## config.mk

```make
export PLATFORM = sky130hd
export DESIGN_NAME = gaussian_filter_1d_reflect_flat
export DESIGN_NICKNAME = d
export VERILOG_FILES = /design/src/rtl/gf1r_pkg.sv /design/src/rtl/gf1r_if.sv /design/src/rtl/gf1r_ram.sv /design/src/rtl/gf1r_seq.sv /design/src/rtl/gf1r_mac.sv /design/src/rtl/gaussian_filter_1d_reflect.sv /design/src/flat_wrapper.sv
export SDC_FILE = /design/constraint.sdc
export NUM_CORES = 2
export LEC_CHECK = 0
export BUFFER_PORTS_ARGS = -buffer_cell sky130_fd_sc_hd__buf_2
export CORE_MARGIN = 2
export CORE_UTILIZATION = 50
export CTS_CLUSTER_DIAMETER = 50
export DETAILED_ROUTE_END_ITERATION = 8
export PLACE_DENSITY = 0.66
export SLEW_MARGIN = 20
export SYNTH_ARGS = -nofsm -noshare
export SYNTH_HDL_FRONTEND = slang
export SYNTH_SLANG_ARGS = --single-unit
export TNS_END_PERCENT = 5
```

## constraint.sdc

```tcl
create_clock -name i_clk -period 11.2 [get_ports i_clk]
set_input_delay 2.8 -clock i_clk [delete_from_list [all_inputs] [get_ports i_clk]]
set_output_delay 2.8 -clock i_clk [all_outputs]
set_load 0.05 [all_outputs]
```

## src/rtl/gf1r_pkg.sv

```systemverilog
// ============================================================================
// gf1r_pkg
// Shared types and constants of the mirrored-edge 1-D Gaussian row filter.
// ============================================================================
package gf1r_pkg;

    // Fixed field widths
    localparam int POS_BITS       = 16;
    localparam int RADIUS_BITS    = 4;
    localparam int CFG_IDX_BITS   = 3;
    localparam int CFG_DATA_BITS  = 64;
    localparam int COEF_SLOT_BITS = 16;
    localparam int COEF_PER_PACK  = 4;
    localparam int NUM_PACKS      = 4;
    localparam int NUM_COEF       = COEF_PER_PACK * NUM_PACKS;
    localparam int COEF_IDX_BITS  = RADIUS_BITS;

    // Configuration register map
    typedef enum logic [CFG_IDX_BITS-1:0] {
        REG_ROW_LENGTH  = 3'd0,
        REG_RADIUS      = 3'd1,
        REG_COEF_PACK_0 = 3'd2,
        REG_COEF_PACK_1 = 3'd3,
        REG_COEF_PACK_2 = 3'd4,
        REG_COEF_PACK_3 = 3'd5
    } t_cfg_reg;

    // Sequencer states
    typedef enum logic [1:0] {
        ST_IDLE,
        ST_ERR,
        ST_TAP,
        ST_DRAIN
    } t_seq_state;

    typedef logic [COEF_SLOT_BITS-1:0] t_coef_slot;

    // One tap-pair issued to the MAC pipe
    typedef struct packed {
        logic                     vld;
        logic                     first;
        logic                     last;
        logic [COEF_IDX_BITS-1:0] idx;
    } t_tap;

    // Result request from the sequencer to the output register
    typedef struct packed {
        logic vld;
        logic err;
        logic done;
    } t_res_req;

endpackage

```

## src/rtl/gf1r_if.sv

```systemverilog
// ============================================================================
// gf1r channel interfaces
// Valid/ready channels for samples, results and configuration writes.
// ============================================================================
interface gf1r_sample_if #(
    parameter int SAMPLE_BITS = 16
) ();
    logic                          valid;
    logic                          ready;
    logic signed [SAMPLE_BITS-1:0] sample;

    modport source (output valid, output sample, input ready);
    modport sink   (input valid, input sample, output ready);
endinterface

interface gf1r_result_if #(
    parameter int SAMPLE_BITS = 16
) ();
    logic                          valid;
    logic                          ready;
    logic signed [SAMPLE_BITS-1:0] filtered_value;
    logic                          row_done;
    logic                          size_error;

    modport source (output valid, output filtered_value, output row_done,
                    output size_error, input ready);
    modport sink   (input valid, input filtered_value, input row_done,
                    input size_error, output ready);
endinterface

interface gf1r_cfg_if import gf1r_pkg::*; ();
    logic                     valid;
    logic                     ready;
    logic [CFG_IDX_BITS-1:0]  index;
    logic [CFG_DATA_BITS-1:0] data;

    modport source (output valid, output index, output data, input ready);
    modport sink   (input valid, input index, input data, output ready);
endinterface

```

## src/rtl/gf1r_ram.sv

```systemverilog
// ============================================================================
// gf1r_ram
// Sample store: one write port, two read ports with registered read data.
// ============================================================================
module gf1r_ram #(
    parameter int DATA_BITS = 16,
    parameter int ADDR_BITS = 5
) (
    input  logic                 i_clk,
    input  logic                 i_wr_en,
    input  logic [ADDR_BITS-1:0] i_wr_addr,
    input  logic [DATA_BITS-1:0] i_wr_data,
    input  logic [ADDR_BITS-1:0] i_rd_addr_a,
    input  logic [ADDR_BITS-1:0] i_rd_addr_b,
    output logic [DATA_BITS-1:0] o_rd_data_a,
    output logic [DATA_BITS-1:0] o_rd_data_b
);

    localparam int DEPTH = 1 << ADDR_BITS;

    logic [DATA_BITS-1:0] r_mem [DEPTH];
    logic [DATA_BITS-1:0] r_rd_data_a;
    logic [DATA_BITS-1:0] r_rd_data_b;

    // Write the newest sample
    always_ff @(posedge i_clk) begin
        if (i_wr_en) begin
            r_mem[i_wr_addr] <= i_wr_data;
        end
    end

    // Read both taps of a pair
    always_ff @(posedge i_clk) begin
        r_rd_data_a <= r_mem[i_rd_addr_a];
        r_rd_data_b <= r_mem[i_rd_addr_b];
    end

    assign o_rd_data_a = r_rd_data_a;
    assign o_rd_data_b = r_rd_data_b;

endmodule

```

## src/rtl/gf1r_seq.sv

```systemverilog
// ============================================================================
// gf1r_seq
// Row sequencer: tracks the row position, writes samples to the store,
// walks the outputs due for each sample and issues mirrored tap-pair reads.
// ============================================================================
module gf1r_seq import gf1r_pkg::*; #(
    parameter int MAX_RADIUS = 15,
    parameter int ADDR_BITS  = 5
) (
    input  logic                   i_clk,
    input  logic                   i_rst_n,
    input  logic [POS_BITS-1:0]    i_row_length,
    input  logic [RADIUS_BITS-1:0] i_radius,
    input  logic                   i_in_valid,
    output logic                   o_in_ready,
    input  logic                   i_mac_done,
    input  logic                   i_take,
    output logic                   o_wr_en,
    output logic [ADDR_BITS-1:0]   o_wr_addr,
    output logic [ADDR_BITS-1:0]   o_rd_addr_a,
    output logic [ADDR_BITS-1:0]   o_rd_addr_b,
    output t_tap                   o_tap,
    output t_res_req               o_req
);

    localparam int EXT_BITS = POS_BITS + 2;
    typedef logic [EXT_BITS-1:0] t_ext;

    t_seq_state             r_state, n_state;
    logic [POS_BITS-1:0]    r_pos, n_pos;
    logic [POS_BITS-1:0]    r_j, n_j;
    logic [POS_BITS-1:0]    r_jhi, n_jhi;
    logic                   r_last, n_last;
    logic [RADIUS_BITS-1:0] r_t, n_t;

    logic [RADIUS_BITS-1:0] rad;
    logic [POS_BITS-1:0]    rad_pos;
    logic                   size_bad;
    logic [POS_BITS-1:0]    pos_eff;
    logic                   row_last;
    logic                   p_ge_r;
    logic [POS_BITS-1:0]    p_minus_r;
    logic                   j_final;

    t_ext jp, jm, wrap_hi, a_hi, a_lo;

    // Clamp the radius and check the row geometry
    assign rad       = (i_radius > RADIUS_BITS'(MAX_RADIUS)) ? RADIUS_BITS'(MAX_RADIUS)
                                                             : i_radius;
    assign rad_pos   = POS_BITS'(rad);
    assign size_bad  = (i_row_length == '0) || (rad_pos > i_row_length);
    assign pos_eff   = (r_pos >= i_row_length) ? '0 : r_pos;
    assign row_last  = (pos_eff == i_row_length - POS_BITS'(1));
    assign p_ge_r    = (pos_eff >= rad_pos);
    assign p_minus_r = pos_eff - rad_pos;
    assign j_final   = (r_j == r_jhi);

    // Mirror the upper tap at the row end and the lower tap at the row start
    always_comb begin
        jp      = t_ext'(r_j) + t_ext'(r_t);
        jm      = t_ext'(r_j) - t_ext'(r_t);
        wrap_hi = (t_ext'(i_row_length) << 1) - t_ext'(1) - jp;
        a_hi    = (jp >= t_ext'(i_row_length)) ? wrap_hi : jp;
        a_lo    = jm[EXT_BITS-1] ? ~jm : jm;
    end

    assign o_rd_addr_a = a_hi[ADDR_BITS-1:0];
    assign o_rd_addr_b = a_lo[ADDR_BITS-1:0];
    assign o_wr_addr   = pos_eff[ADDR_BITS-1:0];
    assign o_in_ready  = (r_state == ST_IDLE);

    // State register
    always_ff @(posedge i_clk) begin
        if (!i_rst_n) begin
            r_state <= ST_IDLE;
            r_pos   <= '0;
        end else begin
            r_state <= n_state;
            r_pos   <= n_pos;
        end
    end

    // Output walk registers
    always_ff @(posedge i_clk) begin
        r_j    <= n_j;
        r_jhi  <= n_jhi;
        r_last <= n_last;
        r_t    <= n_t;
    end

    // Next state and outputs
    always_comb begin
        n_state = r_state;
        n_pos   = r_pos;
        n_j     = r_j;
        n_jhi   = r_jhi;
        n_last  = r_last;
        n_t     = r_t;
        o_wr_en = 1'b0;
        o_tap   = '0;
        o_req   = '0;
        unique case (r_state)
            ST_IDLE: begin
                if (i_in_valid) begin
                    if (size_bad) begin
                        // drop the sample and restart the row
                        n_pos   = '0;
                        n_state = ST_ERR;
                    end else begin
                        o_wr_en = 1'b1;
                        n_pos   = row_last ? '0 : pos_eff + POS_BITS'(1);
                        n_j     = p_ge_r ? p_minus_r : '0;
                        n_jhi   = row_last ? i_row_length - POS_BITS'(1) : p_minus_r;
                        n_last  = row_last;
                        n_t     = '0;
                        if (row_last || p_ge_r) begin
                            n_state = ST_TAP;
                        end
                    end
                end
            end
            ST_ERR: begin
                o_req.vld = 1'b1;
                o_req.err = 1'b1;
                if (i_take) begin
                    n_state = ST_IDLE;
                end
            end
            ST_TAP: begin
                // issue one tap pair per cycle
                o_tap.vld   = 1'b1;
                o_tap.first = (r_t == '0);
                o_tap.last  = (r_t == rad);
                o_tap.idx   = r_t;
                if (r_t == rad) begin
                    n_state = ST_DRAIN;
                end else begin
                    n_t = r_t + RADIUS_BITS'(1);
                end
            end
            ST_DRAIN: begin
                // wait for the pipe, then advance to the next output
                o_req.vld  = i_mac_done;
                o_req.done = r_last && j_final;
                if (i_take) begin
                    if (j_final) begin
                        n_state = ST_IDLE;
                    end else begin
                        n_j     = r_j + POS_BITS'(1);
                        n_t     = '0;
                        n_state = ST_TAP;
                    end
                end
            end
            default: begin
                n_state = ST_IDLE;
            end
        endcase
    end

endmodule

```

## src/rtl/gf1r_mac.sv

```systemverilog
// ============================================================================
// gf1r_mac
// Folded multiply-accumulate pipe: pair add, coefficient multiply,
// accumulate, round half away from zero, saturate.
// ============================================================================
module gf1r_mac import gf1r_pkg::*; #(
    parameter int SAMPLE_BITS = 16,
    parameter int COEF_BITS   = 16
) (
    input  logic                   i_clk,
    input  logic                   i_rst_n,
    input  t_tap                   i_tap,
    input  logic [SAMPLE_BITS-1:0] i_rd_data_a,
    input  logic [SAMPLE_BITS-1:0] i_rd_data_b,
    input  t_coef_slot             i_coef [NUM_COEF],
    input  logic                   i_take,
    output logic                   o_done,
    output logic [SAMPLE_BITS-1:0] o_value
);

    localparam int PAIR_BITS = SAMPLE_BITS + 1;
    localparam int PROD_BITS = SAMPLE_BITS + COEF_BITS + 2;
    localparam int ACC_BITS  = SAMPLE_BITS + COEF_BITS + 6;
    localparam int RND_BITS  = ACC_BITS - COEF_BITS;
    localparam int TOP_BITS  = RND_BITS - SAMPLE_BITS + 1;
    localparam logic [ACC_BITS-1:0] HALF    = ACC_BITS'(1) << (COEF_BITS - 1);
    localparam logic [ACC_BITS-1:0] HALF_M1 = HALF - ACC_BITS'(1);

    t_tap                        r_tap1, r_tap2, r_tap3, r_tap4;
    logic signed [PAIR_BITS-1:0] r_pair;
    logic [COEF_BITS-1:0]        r_coef;
    logic signed [PROD_BITS-1:0] r_prod;
    logic signed [ACC_BITS-1:0]  r_acc;
    logic signed [RND_BITS-1:0]  r_rnd;
    logic                        r_done;

    logic signed [COEF_BITS:0]   coef_ext;
    logic [ACC_BITS-1:0]         prod_ext;
    logic [ACC_BITS-1:0]         acc_base;
    logic [ACC_BITS-1:0]         rnd_sum;
    logic [TOP_BITS-1:0]         top_bits;
    logic                        fits;

    // Tag pipe, aligned with the registered read data
    always_ff @(posedge i_clk) begin
        if (!i_rst_n) begin
            r_tap1 <= '0;
            r_tap2 <= '0;
            r_tap3 <= '0;
            r_tap4 <= '0;
        end else begin
            r_tap1 <= i_tap;
            r_tap2 <= r_tap1;
            r_tap3 <= r_tap2;
            r_tap4 <= r_tap3;
        end
    end

    // Fold the pair; the center tap counts once
    always_ff @(posedge i_clk) begin
        if (r_tap1.first) begin
            r_pair <= {i_rd_data_a[SAMPLE_BITS-1], i_rd_data_a};
        end else begin
            r_pair <= {i_rd_data_a[SAMPLE_BITS-1], i_rd_data_a}
                    + {i_rd_data_b[SAMPLE_BITS-1], i_rd_data_b};
        end
        r_coef <= i_coef[r_tap1.idx][COEF_BITS-1:0];
    end

    // Multiply by the unsigned coefficient
    assign coef_ext = {1'b0, r_coef};

    always_ff @(posedge i_clk) begin
        r_prod <= r_pair * coef_ext;
    end

    // Accumulate, restarting on the first pair of an output
    assign prod_ext = {{(ACC_BITS - PROD_BITS){r_prod[PROD_BITS-1]}}, r_prod};
    assign acc_base = r_tap3.first ? '0 : r_acc;

    always_ff @(posedge i_clk) begin
        if (r_tap3.vld) begin
            r_acc <= acc_base + prod_ext;
        end
    end

    // Round half away from zero at the coefficient fraction point
    assign rnd_sum = r_acc + (r_acc[ACC_BITS-1] ? HALF_M1 : HALF);

    always_ff @(posedge i_clk) begin
        if (!i_rst_n) begin
            r_done <= 1'b0;
        end else if (r_tap4.vld && r_tap4.last) begin
            r_done <= 1'b1;
        end else if (i_take) begin
            r_done <= 1'b0;
        end
    end

    always_ff @(posedge i_clk) begin
        if (r_tap4.vld && r_tap4.last) begin
            r_rnd <= rnd_sum[ACC_BITS-1:COEF_BITS];
        end
    end

    // Saturate to the sample width
    assign top_bits = r_rnd[RND_BITS-1:SAMPLE_BITS-1];
    assign fits     = (&top_bits) || !(|top_bits);

    always_comb begin
        if (fits) begin
            o_value = r_rnd[SAMPLE_BITS-1:0];
        end else if (r_rnd[RND_BITS-1]) begin
            o_value = {1'b1, {(SAMPLE_BITS - 1){1'b0}}};
        end else begin
            o_value = {1'b0, {(SAMPLE_BITS - 1){1'b1}}};
        end
    end

    assign o_done = r_done;

endmodule

```

## src/rtl/gaussian_filter_1d_reflect.sv

```systemverilog
// ============================================================================
// gaussian_filter_1d_reflect
// Streaming 1-D Gaussian filter over rows with mirrored edges.
// ============================================================================
// Usage:
//   i_cfg  : register writes (row length, radius, four coefficient packs),
//            always ready; write only while the filter is idle.
//   i_in   : one signed sample per transfer, row after row.
//   o_out  : filtered samples; row_done marks the last output of a row,
//            size_error marks a zero result for an empty row or a radius longer than the row.
// Flow:
//   Output j is computed once sample j+r has been taken; each output runs
//   its tap pairs, from the center out to offset r, through the shared
//   multiplier, then the read, pair, product, accumulate and round registers.
//   The last sample of a row produces up to r+1 results back to back in this
//   way. A sample with no output due leaves the input ready; a size error
//   result holds the input until the result is taken.
//   The input stays not ready while results of the current sample are being
//   computed; the single port of the multiply-accumulate pipe sets the rate.
// Reset clears the row position and the output valid flag; the sample store
//   needs no clearing since only samples of the current row are read.
// A stalled receiver holds the result register; computation of the next
//   result finishes and waits until the register is free.
// ============================================================================
module gaussian_filter_1d_reflect import gf1r_pkg::*; #(
    parameter int MAX_RADIUS  = 15,
    parameter int SAMPLE_BITS = 16,
    parameter int COEF_BITS   = 16
) (
    input  logic            i_clk,
    input  logic            i_rst_n,
    gf1r_cfg_if.sink        i_cfg,
    gf1r_sample_if.sink     i_in,
    gf1r_result_if.source   o_out
);

    localparam int WIN_DEPTH = 2 * MAX_RADIUS + 1;
    localparam int ADDR_BITS = $clog2(WIN_DEPTH);

    logic [POS_BITS-1:0]      r_row_length;
    logic [RADIUS_BITS-1:0]   r_radius;
    logic [CFG_DATA_BITS-1:0] r_coef_pack [NUM_PACKS];
    t_coef_slot               coef [NUM_COEF];

    logic                   wr_en;
    logic [ADDR_BITS-1:0]   wr_addr;
    logic [ADDR_BITS-1:0]   rd_addr_a;
    logic [ADDR_BITS-1:0]   rd_addr_b;
    logic [SAMPLE_BITS-1:0] rd_data_a;
    logic [SAMPLE_BITS-1:0] rd_data_b;
    t_tap                   tap;
    t_res_req               req;
    logic                   mac_done;
    logic [SAMPLE_BITS-1:0] mac_value;
    logic                   out_free;
    logic                   take;

    logic                   r_out_vld;
    logic [SAMPLE_BITS-1:0] r_out_value;
    logic                   r_out_done;
    logic                   r_out_err;

    // Configuration registers
    assign i_cfg.ready = 1'b1;

    always_ff @(posedge i_clk) begin
        if (!i_rst_n) begin
            r_row_length <= POS_BITS'(1);
            r_radius     <= '0;
            for (int k = 0; k < NUM_PACKS; k++) begin
                r_coef_pack[k] <= '0;
            end
        end else if (i_cfg.valid && i_cfg.ready) begin
            unique case (t_cfg_reg'(i_cfg.index))
                REG_ROW_LENGTH:  r_row_length   <= i_cfg.data[POS_BITS-1:0];
                REG_RADIUS:      r_radius       <= i_cfg.data[RADIUS_BITS-1:0];
                REG_COEF_PACK_0: r_coef_pack[0] <= i_cfg.data;
                REG_COEF_PACK_1: r_coef_pack[1] <= i_cfg.data;
                REG_COEF_PACK_2: r_coef_pack[2] <= i_cfg.data;
                REG_COEF_PACK_3: r_coef_pack[3] <= i_cfg.data;
                default: ;
            endcase
        end
    end

    // Split the packs into one slot per tap offset
    always_comb begin
        for (int k = 0; k < NUM_PACKS; k++) begin
            for (int m = 0; m < COEF_PER_PACK; m++) begin
                coef[k * COEF_PER_PACK + m] = r_coef_pack[k][m * COEF_SLOT_BITS +: COEF_SLOT_BITS];
            end
        end
    end

    gf1r_seq #(
        .MAX_RADIUS (MAX_RADIUS),
        .ADDR_BITS  (ADDR_BITS)
    ) u_seq (
        .i_clk        (i_clk),
        .i_rst_n      (i_rst_n),
        .i_row_length (r_row_length),
        .i_radius     (r_radius),
        .i_in_valid   (i_in.valid),
        .o_in_ready   (i_in.ready),
        .i_mac_done   (mac_done),
        .i_take       (take),
        .o_wr_en      (wr_en),
        .o_wr_addr    (wr_addr),
        .o_rd_addr_a  (rd_addr_a),
        .o_rd_addr_b  (rd_addr_b),
        .o_tap        (tap),
        .o_req        (req)
    );

    gf1r_ram #(
        .DATA_BITS (SAMPLE_BITS),
        .ADDR_BITS (ADDR_BITS)
    ) u_ram (
        .i_clk       (i_clk),
        .i_wr_en     (wr_en),
        .i_wr_addr   (wr_addr),
        .i_wr_data   (i_in.sample),
        .i_rd_addr_a (rd_addr_a),
        .i_rd_addr_b (rd_addr_b),
        .o_rd_data_a (rd_data_a),
        .o_rd_data_b (rd_data_b)
    );

    gf1r_mac #(
        .SAMPLE_BITS (SAMPLE_BITS),
        .COEF_BITS   (COEF_BITS)
    ) u_mac (
        .i_clk       (i_clk),
        .i_rst_n     (i_rst_n),
        .i_tap       (tap),
        .i_rd_data_a (rd_data_a),
        .i_rd_data_b (rd_data_b),
        .i_coef      (coef),
        .i_take      (take),
        .o_done      (mac_done),
        .o_value     (mac_value)
    );

    // Output register: load when empty or being drained
    assign out_free = !r_out_vld || o_out.ready;
    assign take     = req.vld && out_free;

    always_ff @(posedge i_clk) begin
        if (!i_rst_n) begin
            r_out_vld <= 1'b0;
        end else if (take) begin
            r_out_vld <= 1'b1;
        end else if (o_out.ready) begin
            r_out_vld <= 1'b0;
        end
    end

    always_ff @(posedge i_clk) begin
        if (take) begin
            r_out_value <= req.err ? '0 : mac_value;
            r_out_done  <= req.done;
            r_out_err   <= req.err;
        end
    end

    assign o_out.valid          = r_out_vld;
    assign o_out.filtered_value = r_out_value;
    assign o_out.row_done       = r_out_done;
    assign o_out.size_error     = r_out_err;

endmodule

```

## src/flat_wrapper.sv

```systemverilog
// flat-port wrapper written by rule: the top's interface ports become plain ports
module gaussian_filter_1d_reflect_flat import gf1r_pkg::*;
#(
    parameter int MAX_RADIUS  = 15,
    parameter int SAMPLE_BITS = 16,
    parameter int COEF_BITS   = 16
)
  (i_clk, i_rst_n, i_cfg_valid, i_cfg_index, i_cfg_data, i_cfg_ready, i_in_valid, i_in_sample, i_in_ready, o_out_valid, o_out_filtered_value, o_out_row_done, o_out_size_error, o_out_ready);
  gf1r_cfg_if i_cfg_i ();
  gf1r_sample_if #(.SAMPLE_BITS(SAMPLE_BITS)) i_in_i ();
  gf1r_result_if #(.SAMPLE_BITS(SAMPLE_BITS)) o_out_i ();
  input  logic i_clk;
  input  logic i_rst_n;
  input wire logic [$bits(i_cfg_i.valid)-1:0] i_cfg_valid;
  input wire logic [$bits(i_cfg_i.index)-1:0] i_cfg_index;
  input wire logic [$bits(i_cfg_i.data)-1:0] i_cfg_data;
  output wire logic [$bits(i_cfg_i.ready)-1:0] i_cfg_ready;
  input wire logic [$bits(i_in_i.valid)-1:0] i_in_valid;
  input wire logic [$bits(i_in_i.sample)-1:0] i_in_sample;
  output wire logic [$bits(i_in_i.ready)-1:0] i_in_ready;
  output wire logic [$bits(o_out_i.valid)-1:0] o_out_valid;
  output wire logic [$bits(o_out_i.filtered_value)-1:0] o_out_filtered_value;
  output wire logic [$bits(o_out_i.row_done)-1:0] o_out_row_done;
  output wire logic [$bits(o_out_i.size_error)-1:0] o_out_size_error;
  input wire logic [$bits(o_out_i.ready)-1:0] o_out_ready;
  assign i_cfg_i.valid = i_cfg_valid;
  assign i_cfg_i.index = i_cfg_index;
  assign i_cfg_i.data = i_cfg_data;
  assign i_cfg_ready = i_cfg_i.ready;
  assign i_in_i.valid = i_in_valid;
  assign i_in_i.sample = i_in_sample;
  assign i_in_ready = i_in_i.ready;
  assign o_out_valid = o_out_i.valid;
  assign o_out_filtered_value = o_out_i.filtered_value;
  assign o_out_row_done = o_out_i.row_done;
  assign o_out_size_error = o_out_i.size_error;
  assign o_out_i.ready = o_out_ready;
  gaussian_filter_1d_reflect #(.MAX_RADIUS(MAX_RADIUS), .SAMPLE_BITS(SAMPLE_BITS), .COEF_BITS(COEF_BITS)) u_core (.i_clk(i_clk), .i_rst_n(i_rst_n), .i_cfg(i_cfg_i), .i_in(i_in_i), .o_out(o_out_i));
endmodule
```

* After elaboration in Yosys (flattened, before gate mapping)
Memories as Yosys holds them, arrays and structs flattened. A register that Yosys moved wholly into a read port is not among the register bits. Cells that the tools add are included. Widths: inputs -> output; s select.
Word-level totals: register bits 237, memory bits (writable) 768, input bits 88, output and inout bits 21, logic and storage cells 172, memories 2
Cells by class: $add $sub $neg 12, multipliers 1, $lt $le $gt $ge 6, equal/unequal tests 19, muxes and demuxes 68, bitwise gates (word level) 7, reduce and logical (&&, ||, !) cells 27
Memory list:
- u_core.u_ram.r_mem | words 32, bits a word 16, rd ports 2, clocked after Yosys merged registers in 2, wr ports 1, RTL line gf1r_ram.sv:21 | logic [DATA_BITS-1:0] r_mem [DEPTH];
- u_core.r_coef_pack | words 4, bits a word 64, rd ports 4, clocked after Yosys merged registers in 0, wr ports 4, RTL line gaussian_filter_1d_reflect.sv:42 | logic [CFG_DATA_BITS-1:0] r_coef_pack [NUM_PACKS];
Operators with widths (number):
- $mux 64 | 4
- $mux 16 | 14
- $bmux 16 s4 | 1
- $add 38x16->38 | 1
- $add 38x38->38 | 1
- $mux 38 | 1
- $mul 17x17->34 | 1
- $add 16x1->16 const B | 2
- $eq 16x16->1 | 2
- $pmux 16 s2 | 1
- $mux 1 | 27
- $mux 4 | 6
- $add 16x16->17 | 1
- $add 16x4->17 | 1
- $ge 17x16->1 | 1
- $mux 17 | 1
- $sub 16x4->17 | 1
- $ge 16x16->1 | 1
- $ge 16x4->1 | 1
- $gt 4x16->1 | 1
- $logic_not 16->1 | 1
- $sub 16x1->16 const B | 1
- $sub 16x4->16 | 1
- $mux 2 | 7
- 37 further kinds | 61

* Logic depth before layout (Yosys ltp)
word-level depth 9, mapped depth 25, depth with buffers taken out 24

* Cells and area by module
Synthesis repeated with hierarchy kept, for this count alone.
Second synthesis, totals: cells, all modules 5338, area, all modules 63085.5 um^2
Modules (own cells, without submodules):
- gf1r_ram | times used 1, cells an instance 1728, area an instance 25436.9 um^2, seq. area each 16015.4 um^2
- gf1r_mac | times used 1, cells an instance 2044, area an instance 19965.4 um^2, seq. area each 3463.3 um^2
- gaussian_filter_1d_reflect | times used 1, cells an instance 770, area an instance 11237.0 um^2, seq. area each 8648.3 um^2
- gf1r_seq | times used 1, cells an instance 796, area an instance 6446.2 um^2, seq. area each 1471.4 um^2

* Worst setup path after synthesis
OpenSTA, ideal clock, no wires.
path kind in2reg, start point input i_cfg_index[2], end point memory u_core.r_coef_pack[2][0] (netlist: u_core.r_coef_pack[0][128]), enable pin, library setup time 0.574 ns, arrival time 7.548 ns, required time 10.626 ns, slack 3.077 ns, cell stages on the path 3, path buffers 0, path through nor2b_1 > nand2_1 > o21ai_0
RTL lines:
- start: declaration | RTL line flat_wrapper.sv:15 | input wire logic [$bits(i_cfg_i.index)-1:0] i_cfg_index;
- end: declaration | RTL line gaussian_filter_1d_reflect.sv:42

* Final worst setup path
start point register u_core.u_mac.r_pair[11], end point register u_core.u_mac.r_prod[32]
On the way: cells in the longest elaborated chain, start to end 1
Ends and longest elaborated chain:
- start: declaration | RTL line gf1r_mac.sv:30 | logic signed [PAIR_BITS-1:0] r_pair;
- start signal: assignment | RTL line gf1r_mac.sv:62 | r_pair <= {i_rd_data_a[SAMPLE_BITS-1], i_rd_data_a};
- start signal: assignment | RTL line gf1r_mac.sv:64 | r_pair <= {i_rd_data_a[SAMPLE_BITS-1], i_rd_data_a}
- $mul 17x17->34 | RTL line gf1r_mac.sv:74 | r_prod <= r_pair * coef_ext;
- end signal: assignment | RTL line gf1r_mac.sv:74
- end: declaration | RTL line gf1r_mac.sv:32 | logic signed [PROD_BITS-1:0] r_prod;
No other way between the ends. A chain may end at the register's enable or synchronous reset.

==> results.sh <==
export IMPL_numCtsBuffers=121
export IMPL_dieHeight_um=354
export IMPL_synthFlopType="edfxtp_1"
export IMPL_num_vias=40700
export IMPL_path_clk_slew_ns=0.06
export IMPL_coreArea_um2=122000
export IMPL_htree_levels=3
export IMPL_drv_slew=0
export IMPL_cp_endpoint="u_core.u_mac.r_prod[32]"
export IMPL_pre_cts_ws_ns=4.26
export IMPL_r2r_start="u_core.u_mac.r_pair[11]"
export IMPL_setup_viol_count_final=0
export IMPL_nets=5831
export IMPL_cts_resized_gates=0
export IMPL_synthCells=5227
export IMPL_hpwl_um=102000
export IMPL_ff2ff_setup_slack_ns=4.19
export IMPL_grt_usage=0.252
export IMPL_wl_met1_um=65400
export IMPL_area_growth_pct=10.7
export IMPL_synth_seq_cells=1037
export IMPL_place_gp_congestion=0.899
export IMPL_route_met2_wl_um=74000
export IMPL_hold_path_class="reg2reg"
export IMPL_die_area_um2=126000
export IMPL_wl_met3_um=12900
export IMPL_fmax_mhz=143
export IMPL_end_kind="flop"
export IMPL_synth_top_family_by_area="simple AND/OR/NAND/NOR gates"
export IMPL_synthXorXnorAreaFrac=0.0261
export IMPL_yosysTopAreaCell="edfxtp_1"
export IMPL_fin_cells=6981
export IMPL_drtPass1Iterations=8
export IMPL_routedWlPerCell_um=22.5
export IMPL_clock_latency_ns=0.75
export IMPL_hold_violations=0
export IMPL_clock_sinks=1037
export IMPL_min_period_ns=7.01
export IMPL_tritoncts="yes"
export IMPL_syn_area_per_cell_um2=11.7
export IMPL_syn_num_nets=5818
export IMPL_synth_top_area_frac=0.432
export IMPL_synth_edf_count=883
export IMPL_rsz0062_at_grt="false"
export IMPL_start_util=0.504
export IMPL_worst_slew_pin_slew_ns=1.06
export IMPL_layout_drive_gt1_share=0.129
export IMPL_worstPathArrival_ns=7.66
export IMPL_critPathRequiredTime_ns=11.86
export IMPL_setup_tns_ns=0
export IMPL_finalClockSkew_ns=0.0528
export IMPL_fin_crit_sh=0.625
export IMPL_ant_nets=0
export IMPL_grt_antenna_before_repair=16
export IMPL_routed_wirelength_um=157000
export IMPL_synth_cell_area_um2=61400
export IMPL_synthMuxAreaShare=0.0973
export IMPL_worst_slack_ns=4.19
export IMPL_grt_pass1_wl_um=243000
export IMPL_final_util=0.558
export IMPL_crit_path_start_kind="flop"
export IMPL_port_buffers=107
export IMPL_top_layer_used="met5"
export IMPL_crit_fanout=16
export IMPL_fp_dieW_um=354
export IMPL_synth_most_common_cell="edfxtp_1"
export IMPL_hold_path_startpoint="u_core.u_mac.r_tap2[6]"
export IMPL_ios=109
export IMPL_yosys_warnings=0
export IMPL_synth_top_cells_by_count="edfxtp_1 (883), nand2_1 (779), inv_1 (434)"
export IMPL_drt_iter0_markers=4041
export IMPL_startpoint="u_core.u_mac.r_pair[11]"
export IMPL_worst_r2r_path_depth=21
export IMPL_async_flop_share=0
export IMPL_synth_simple_area_share=0.151
export IMPL_max_cap_violations=0
export IMPL_synthAdderAreaFrac=0.137
export IMPL_fp_row_count=128
export IMPL_critPathKind="reg2reg"
export IMPL_grt_overflow=0
export IMPL_place_inst=6742
export IMPL_vias_per_cell=5.83
export IMPL_synthTopCellsByArea="edfxtp_1 (43%), fa_1 (9.3%), mux4_2 (7.6%)"
export IMPL_synth_seq_area_share=0.482
export IMPL_ctsHoldBuffers=0
export IMPL_drc=0
export IMPL_clockBufferDepth=3
export IMPL_relSlewSlack=0.289
export IMPL_yosysUniqueCellTypes=86
export IMPL_synth_compound_area_frac=0.0614
export IMPL_grt_max_degree=162
export IMPL_cts_root_buffer="clkbuf_16"
export IMPL_rr_endpoint="u_core.u_mac.r_prod[32]"
export IMPL_cts_setup_buffers=0
export IMPL_grt_pass1_vias=41000
export IMPL_status="finished, final reports clean"
## worst min-delay path by stage
stage,to,slack (ns),cells past startpoint
3_3_place_gp,u_core.u_mac.r_tap3[6],0.42,1
5_1_grt,u_core.u_mac.r_tap2[4],0.47,1
4_1_cts,u_core.u_mac.r_tap4[4],0.45,1
3_5_place_dp,u_core.u_mac.r_tap3[6],0.43,1
6_report,u_core.u_mac.r_tap3[6],0.43,1
2_1_floorplan,u_core.u_mac.r_tap2[4],0.41,1
## routing by layer
layer  global-route usage  up-vias
met5                    0        -
met4               0.0951        6
met3               0.0470      316
met2                0.401     1600
met1                0.345    20300
li1                     -    18500
## final cells by class
| type | instances | area, um2 |
|---|---|---|
| Sequential cell | 1037 | 29600 |
| Multi-Input combinational cell | 3472 | 29400 |
| Tap cell | 1625 | 2030 |
| Antenna cell | 10 | 25.0 |
| Timing Repair Buffer | 174 | 1080 |
| Clock inverter | 62 | 759 |
| Fill cell | 9996 | 53900 |
| Clock buffer | 167 | 3420 |
| Inverter | 434 | 1630 |
## state kept, by name, summed over array words and instances, names as in the netlist, 16 cells and up
name	cells
u_core.o_out.filtered_value	16
u_core.r_coef_pack	256
u_core.r_row_length	16
u_core.u_mac.r_acc	38
u_core.u_mac.r_coef	16
u_core.u_mac.r_pair	17
u_core.u_mac.r_prod	34
u_core.u_mac.r_rnd	22
u_core.u_ram.o_rd_data_a	16
u_core.u_ram.o_rd_data_b	16
u_core.u_ram.r_mem	512
u_core.u_seq.r_j	16
u_core.u_seq.r_jhi	16
u_core.u_seq.r_pos	16
## cell usage in the layout, fill, tap and decap left out, types with 34 or more instances in the layout
master and count:
edfxtp_1 883, nand2_1 778, inv_1 434, and2_1 398, fa_1 285, nand3_1 233
ha_1 218, mux4_2 208, dfxtp_1 151, a21oi_1 140, xnor2_1 134, clkbuf_16 125
nor2_1 123, buf_2 107, o21ai_0 106, nand4_1 87, mux2i_1 86, nor2b_1 64
buf_4 64, a21o_1 50, o211ai_1 43, xor2_1 41, o21a_1 40, mux2_2 36
a32oi_1 34
## cell families after synthesis
group	Yosys count
compound gates	575
xor+xnor	181
buf+inv	718
simple gates	1880
fa+ha+maj	503
other cells	1
mux	332
flops	1037
## worst max-delay path, cell delays in order, from the launching register on
cell and delay, ns:
dfxtp_1 0.72, nand2_1 0.17, fa_1 0.53, fa_1 0.52
fa_1 0.53, inv_1 0.07, fa_1 0.49, fa_1 0.50
inv_1 0.05, fa_1 0.47, inv_1 0.04, ha_1 0.34
a21o_1 0.20, a211oi_1 0.20, o21ai_0 0.11, a31oi_1 0.26
a21oi_1 0.16, o41ai_1 0.60, o21ai_0 0.29, o21ai_0 0.40
nand4b_1 0.14, o211ai_1 0.11
## stage by stage
stage,hold slack (ns),cell area (um2)
2_1_floorplan,0.412,61400
4_1_cts,0.450,67900
5_1_grt,0.467,68000
3_3_place_gp,0.422,63700
6_report,0.433,68000
3_5_place_dp,0.426,63700
Power is not shown: default switching activity piles up to over one toggle a cycle in this logic, so the estimate is an artifact.
